--- src/rtl/brtr_pkg.sv ---
// Shared types, constants and codes of the byte ring buffer with token read.
package brtr_pkg;

	localparam int BYTE_W = 8;
	localparam int CAP_W  = 11;
	localparam int CNT_W  = 11;
	localparam int IDX_W  = 11;
	localparam int POS_W  = 7;
	localparam int MODE_W = 2;
	localparam int STAT_W = 2;

	localparam int STORE_DEPTH_DEF = 1024;
	localparam int MAX_RUN_DEF     = 64;
	localparam int CAP_RESET       = 1024;

	typedef enum logic [MODE_W-1:0] {
		MODE_APPEND = 2'd0,
		MODE_REMOVE = 2'd1,
		MODE_PEEK   = 2'd2,
		MODE_TOKEN  = 2'd3
	} brtr_mode_t;

	typedef enum logic [STAT_W-1:0] {
		STAT_OK     = 2'd0,
		STAT_REJECT = 2'd1,
		STAT_NODATA = 2'd2
	} brtr_status_t;

	typedef enum logic [1:0] {
		ST_IDLE,
		ST_FIX,
		ST_DIV,
		ST_RUN
	} brtr_state_t;

	typedef struct packed {
		logic [MODE_W-1:0] mode;
		logic [BYTE_W-1:0] data_byte;
		logic [CNT_W-1:0]  count;
		logic [BYTE_W-1:0] token_byte;
		logic [IDX_W-1:0]  peek_index;
		logic              discard;
	} brtr_in_t;

	typedef struct packed {
		logic [BYTE_W-1:0] read_byte;
		logic [POS_W-1:0]  byte_position;
		logic              last;
		logic [STAT_W-1:0] status;
		logic [CNT_W-1:0]  fill_level;
	} brtr_out_t;

	typedef struct packed {
		logic take;
		logic fix;
		logic div_step;
		logic emit;
	} brtr_cmd_t;

	typedef struct packed {
		logic out_free;
		logic imm;
		logic peek;
		logic fix_big;
		logic div_done;
		logic run_last;
	} brtr_stat_t;

endpackage

--- src/rtl/brtr_ctrl.sv ---
// Controller state machine that sequences item intake, peek index folding and read runs.
module brtr_ctrl (
	input  logic                   clk,
	input  logic                   arst_n,
	input  logic                   in_valid,
	output logic                   in_ready,
	input  brtr_pkg::brtr_stat_t   stat,
	output brtr_pkg::brtr_cmd_t    cmd
);
	import brtr_pkg::*;

	brtr_state_t state_q;
	brtr_state_t state_nx;

	always_ff @(posedge clk or negedge arst_n) begin
		if (!arst_n) begin
			state_q <= ST_IDLE;
		end else begin
			state_q <= state_nx;
		end
	end

	always_comb begin
		cmd      = '0;
		in_ready = 1'b0;
		state_nx = state_q;
		case (state_q)
			ST_IDLE: begin
				in_ready = stat.out_free;
				if (in_valid && stat.out_free) begin
					cmd.take = 1'b1;
					if (!stat.imm) begin
						state_nx = stat.peek ? ST_FIX : ST_RUN;
					end
				end
			end
			ST_FIX: begin
				cmd.fix  = 1'b1;
				state_nx = stat.fix_big ? ST_DIV : ST_RUN;
			end
			ST_DIV: begin
				cmd.div_step = 1'b1;
				if (stat.div_done) begin
					state_nx = ST_RUN;
				end
			end
			ST_RUN: begin
				if (stat.out_free) begin
					cmd.emit = 1'b1;
					if (stat.run_last) begin
						state_nx = ST_IDLE;
					end
				end
			end
			default: begin
				state_nx = ST_IDLE;
			end
		endcase
	end

endmodule

--- config.mk ---
export PLATFORM = sky130hd
export DESIGN_NAME = brtr_ctrl
export DESIGN_NICKNAME = d
export VERILOG_FILES = /design/src/rtl/brtr_pkg.sv /design/src/rtl/brtr_ctrl.sv
export SDC_FILE = /design/constraint.sdc
export NUM_CORES = 1
export LEC_CHECK = 0
export BUFFER_PORTS_ARGS = -buffer_cell sky130_fd_sc_hd__buf_2
export CAP_MARGIN = 20
export CORE_AREA = 3 3 40 42
export DETAILED_ROUTE_END_ITERATION = 6
export DIE_AREA = 0 0 43 45
export PLACE_DENSITY = 0.45
export RECOVER_POWER = 25
export SKIP_CTS_REPAIR_TIMING = 1
export SLEW_MARGIN = 10
export SYNTH_ARGS = -nofsm -noshare
export SYNTH_HDL_FRONTEND = slang
export SYNTH_SLANG_ARGS = --single-unit
--- constraint.sdc ---
create_clock -name clk -period 1.77 [get_ports clk]
set_input_delay 0.354 -clock clk [delete_from_list [all_inputs] [get_ports clk]]
set_output_delay 0.354 -clock clk [all_outputs]
set_load 0.05 [all_outputs]
==> flow_summary.toml, run 1 <==
[sta]
timing.slew.headroom_pct = 82.2
final_hold_viol_count = 0
rsz0062_at_grt = "false"
setup_viol = 0
fin_crit_sh_pct = 92.9
slew_viol_final = 0
worst_slew_pin_slew_ns = 0.267
period_minus_slack_ns = 1.64
max_freq_mhz = 608
fin_setup_tns_ns = 0
whs_ns = 0.458
clock-skew-final_ns = 0.00463

[yosys]
ys_seq_elements = 2
synth.area.top_cells = "ha_1 (29%), dfrtp_1 (23%), inv_1 (8.8%), and2_2 (7.0%), a222oi_1 (4.7%)"
ys_warn_count = 0
seq_area_frac_synth_pct = 23.4
synth.distinct_cells = 13
synth_top_area_cell = "ha_1"
syn_nets = 38
avgSynthCellArea_um2 = 8.91
synth_area_um2 = 214
netlist_instances = 24
netlist.area_leader.share_pct = 29.2

[global_route]
grt_pass1_wl_um = 924
grt_pass1_vias = 239
antenna_found_initial = 0
grt_usage_pct = 6.99
grt_max_degree = 6
grt-ovfl-total = 0

[setup_path]
path_buf_inv = 2
crit_family = "flip-flops"
worstPathRequired_ns = 1.42
critPathKind = "reg2out"
worstPathArrival_ns = 1.29
path_depth = 4
r2r_setup_slack_ns = 0.29
crit_path_start_kind = "flip-flop"
cp_cell_sequence = "inv_2 > ha_1 > and3_2 > clkbuf_4"
crit_path_max_incr_delay_ns = 0.40
end_kind = "output port"
cp_slowest_cell = "dfrtp_1"
path_max_fanout = 5
r2r_cells = 6

[cts]
cts_root_buf = "clkbuf_4"
numCtsBuffers = 3
htreeDepth = 1
clkLatencyLatePin_ns = 0.22
cts.sinks = 2
clock_path_buffers = 2
cts_tree = "yes"
clkTransAtPathRegs_ns = 0.03

[power]
peakVddDrop_mv = 0.832
p_leak_nw = 0.193
p_per_area_nw_per_um2 = 1920

[floorplanning]
die_w_um = 43
rows = 13
core-area_um2 = 1280
pin_count = 14
start_util_pct = 16.7
die_area_um2 = 1940
die_y_um = 45

[final_layout]
drive_above_1_share_pct = 50.0
reg_top3 = "state_q: 2 flops"
final_area_um2 = 342
n_fill_cell = 139
nets = 58
diodes = 0
largest_reg_flops = 2
regMostFlops = "state_q"
syn2layout_area_growth_pct = 59.6

[run_status]
status = "complete, no violations"

[flow_run]
maxCapViolations = 0

[place]
numPortBuffers = 13
place_hpwl_um = 415
placed_cell_area_um2 = 298
routabilityCongestion = 0.743

[routing]
antenna_left = 0
first_pass_iters = 4
drc = 0
wl_per_cell_um = 9.18
drtIter0Drc = 4
finalWirelength_um = 523
num_vias = 227
viasPerCell = 3.98

[min_path]
hold_path.class = "in2async"
[layer usage]
layer,track usage (%),share of wire [%],up-vias
met2,8.98,38,14
met4,7.23,0,0
li1,-,-,119
met5,0,0,-
met1,7.71,48,94
met3,3.98,13,0
[cells by family (layout without fill, tap and decap cells)]
kind of cell / Yosys count / count (layout) / synth area share, %
fa+ha+maj: 5 / 5 / 29.2
buf+inv: 5 / 23 / 8.77
flops: 2 / 2 / 23.4
compound gates: 5 / 5 / 16.4
mux: 1 / 1 / 4.68
simple gates: 6 / 6 / 17.5
[cells in the mapped netlist]
master / instances
nand3b_1: 1
ha_1: 5
dfrtp_1: 2
o21ai_1: 1
a222oi_1: 1
a22oi_1: 1
inv_1: 5
nand2_1: 2
and2_2: 2
a211oi_1: 1
mux2i_1: 1
o21ai_0: 1
and3_2: 1
[area by class of cell]
type,instances,area (um2),share of cell area (%)
clock buffer,3,22.5,6.59
sequential,2,50.0,14.7
inverter,5,18.8,5.49
multi-input combinational,17,145,42.5
tap,15,18.8,5.49
timing repair buffer,15,86.3,25.3
[stage by stage]
stage / util, % / instances / power [mW] / setup WS [ns]
after floorplan: - / 24 / 0.438 / 0.200
after global placement: 23.2 / 52 / 0.521 / 0.151
after global routing: 26.6 / 57 / 0.720 / 0.0255
final: 26.6 / 57 / 0.654 / 0.126
after detailed placement: 23.2 / 52 / 0.523 / 0.155
after CTS: 24.9 / 55 / 0.630 / 0.0185
[worst paths after layout]
| path | startpoint | to |
|---|---|---|
| max | state_q[0]$_DFFE_PN0P_ | cmd[3] |
| min | arst_n | state_q[1]$_DFFE_PN0P_ |
| max reg2reg | state_q[0]$_DFFE_PN0P_ | state_q[0]$_DFFE_PN0P_ |
| min reg2reg | state_q[0]$_DFFE_PN0P_ | state_q[0]$_DFFE_PN0P_ |
| max in group asynchronous | arst_n | state_q[0]$_DFFE_PN0P_ |
| min in group clk | stat[3] | state_q[1]$_DFFE_PN0P_ |
[worst reg2reg max path, delay by kind of cell, from the launching register on]
| family | cells | cell delay (ns) |
|---|---|---|
| fa+ha+maj | 1 | 0.22 |
| compound gates | 3 | 0.53 |
| buf+inv | 2 | 0.26 |
| flops | 1 | 0.38 |
[where the power goes]
part           internal (mW)  switching [mW]
Clock                 0.0747          0.0246
Sequential            0.0724          0.0265
Combinational          0.164           0.291
[cells in the final DEF, fill, tap and decap left out, types with 2 or more instances in the layout]
master	n
and2_2	2
buf_2	10
clkbuf_4	5
dfrtp_1	2
ha_1	5
inv_1	3
inv_2	2
nand2_1	2
Note: power is estimated with default switching activity, not from simulation.
==> run 2: changes to the inputs <==
==> config.mk (replaced) <==
export PLATFORM = sky130hd
export DESIGN_NAME = brtr_ctrl
export DESIGN_NICKNAME = d
export VERILOG_FILES = /design/src/rtl/brtr_pkg.sv /design/src/rtl/brtr_ctrl.sv
export SDC_FILE = /design/constraint.sdc
export NUM_CORES = 1
export LEC_CHECK = 0
export ABC_AREA = 1
export BUFFER_PORTS_ARGS = -buffer_cell sky130_fd_sc_hd__buf_2
export CAP_MARGIN = 20
export CELL_PAD_IN_SITES_DETAIL_PLACEMENT = 1
export CELL_PAD_IN_SITES_GLOBAL_PLACEMENT = 2
export CORE_MARGIN = 3
export CORE_UTILIZATION = 18
export DETAILED_ROUTE_END_ITERATION = 6
export PLACE_DENSITY = 0.77
export RECOVER_POWER = 25
export SKIP_CTS_REPAIR_TIMING = 1
export SYNTH_ARGS = -nofsm -noshare
export SYNTH_HDL_FRONTEND = slang
export SYNTH_SLANG_ARGS = --single-unit
==> run 2 against run 1 <==
  * Register-to-register slack gained 0.26 ns
  * Wire length increased by 11%
  * Sequential power rose by 4%
  * Area after synthesis up 12%
  * Hold slack worse by 0.012 ns
  * Setup slack worse by 0.014 ns
  * Critical path type unchanged
  * Largest power group unchanged
==> flow_summary.toml, run 2 <==
[yosys]
avgSynthCellArea_um2 = 6.46
syn_nets = 51
synth_top_family_by_area = "simple AND/OR/NAND/NOR gates"
synth_common_cells = "nand2_1 (13), inv_1 (9), ha_1 (5), nand3_1 (4), dfrtp_1 (2)"
synth-edff-count = 0
synth_compound_area_share_pct = 5.76
seq_area_frac_synth_pct = 20.9
synthXorXnorAreaFrac_pct = 0
netlist.area_leader.share_pct = 26.2
synthMuxAreaShare_pct = 0
synth.area.top_cells = "ha_1 (26%), dfrtp_1 (21%), nand2_1 (20%), inv_1 (14%), nand3_1 (8.4%)"
synth.distinct_cells = 9
netlist_instances = 37
ys_warn_count = 0
synth_top_area_cell = "ha_1"
yosysMostFrequentCell = "nand2_1"
synth_fa_ha_area_share_pct = 26.2
synth_ff_type = "dfrtp_1"
synth-simple-area-share_pct = 33.0
synth_area_um2 = 239
ys_seq_elements = 2
async_flop_share_pct = 100

[place]
routabilityCongestion = 0.757
place_hpwl_um = 517
numPortBuffers = 13
place_ws_ns = 0.245

[cts]
clkTransAtPathRegs_ns = 0.03
cts.sinks = 2
cts_root_buf = "clkbuf_4"
clkLatencyLatePin_ns = 0.22
cts_tree = "yes"
clock_path_buffers = 2
htreeDepth = 1
numCtsBuffers = 3

[sta]
worst_slew_pin_slew_ns = 0.250
period_minus_slack_ns = 1.66
max_freq_mhz = 603
timing.slew.headroom_pct = 83.4
clock-skew-final_ns = 0.00223
slew_viol_final = 0
fin_crit_sh_pct = 93.6
fin_setup_tns_ns = 0
rsz0062_at_grt = "false"
setup_viol = 0
whs_ns = 0.445
final_hold_viol_count = 0
setup_slack_ns = 0.113

[run_status]
status = "complete, no violations"

[routing]
first_pass_iters = 1
num_vias = 267
drc = 0
wl_per_cell_um = 8.50
viasPerCell = 3.93
antenna_left = 0
drtIter0Drc = 0
finalWirelength_um = 578

[final_layout]
n_fill_cell = 158
final_cell_mix = "nand2_1 (13), buf_2 (11), inv_1 (8)"
final_common_cell = "nand2_1"
largest_reg_flops = 2
drive_above_1_share_pct = 35.2
diodes = 0
utilization_pct = 30.9
reg_top3 = "state_q: 2 flops"
nets = 70
syn2layout_area_growth_pct = 51.3
regMostFlops = "state_q"

[floorplanning]
die_y_um = 42.4
pin_count = 14
die_area_um2 = 1800
core-area_um2 = 1170
die_w_um = 42.4
start_util_pct = 20.4
rows = 12

[setup_path]
r2r_setup_slack_ns = 0.55
worstPathRequired_ns = 1.42
critPathKind = "reg2out"
path_max_fanout = 5
crit_path_start_kind = "flip-flop"
end_kind = "output port"
worstPathArrival_ns = 1.30

[power]
peakVddDrop_mv = 0.495
finalPower_uw = 662
p_leak_nw = 0.231
p_per_area_nw_per_um2 = 1830

[global_route]
grt_pass1_wl_um = 959
grt_max_degree = 6
antenna_found_initial = 0
grt_pass1_vias = 275
grt-ovfl-total = 0
grt_usage_pct = 7.24

[min_path]
hold_path.class = "in2async"

[flow_run]
maxCapViolations = 0
[run 2: final timing paths]
kind | startpoint | end | cells after the start
setup / recovery | state_q[1]$_DFFE_PN0P_ | in_ready | 5
min in group clk | stat[4] | state_q[0]$_DFFE_PN0P_ | 4
hold / removal | arst_n | state_q[0]$_DFFE_PN0P_ | 2
hold reg to reg | state_q[1]$_DFFE_PN0P_ | state_q[1]$_DFFE_PN0P_ | 2
max in group asynchronous | arst_n | state_q[1]$_DFFE_PN0P_ | 2
setup reg to reg | state_q[0]$_DFFE_PN0P_ | state_q[1]$_DFFE_PN0P_ | 8
[run 2: per-stage QoR]
step | area (um2) | cells
floorplan | 239 | 37
global placement | 322 | 64
detailed placement | 322 | 64
CTS | 344 | 67
global route | 362 | 68
finish | 362 | 68
[run 2: logic make-up after synthesis]
family	Yosys count
AND/OR/NAND/NOR	19
buffers and inverters	9
adder cells (fa/ha/maj)	5
AO/OA/AOI/OAI	2
flip-flops	2
[run 2: layout make-up]
class | count | area (um2) | share of cell area (%)
sequential | 2 | 50.0 | 13.8
clock buffer | 3 | 22.5 | 6.23
multi-input combinational | 26 | 158 | 43.6
timing repair buffer | 14 | 80.1 | 22.1
inverter | 9 | 33.8 | 9.34
tap | 14 | 17.5 | 4.84
[run 2: worst max-delay path, stage by stage, from the launching register on]
cell	delay [ns]
dfrtp_1	0.41
inv_1	0.12
ha_2	0.21
nand2_1	0.05
inv_1	0.04
buf_2	0.25
[run 2: power by group]
part	switching, mW	internal [mW]
Combinational	0.317	0.145
Clock	0.0228	0.0745
Sequential	0.0314	0.0716
[run 2: per-layer routing]
layer  vias up  global-route usage, %  wire length (um)
met1       114                   8.38               269
li1        144                      -                 -
met2         9                   10.6               259
met5         -                      0                 0
met3         0                   2.58                49
met4         0                   5.59                 0
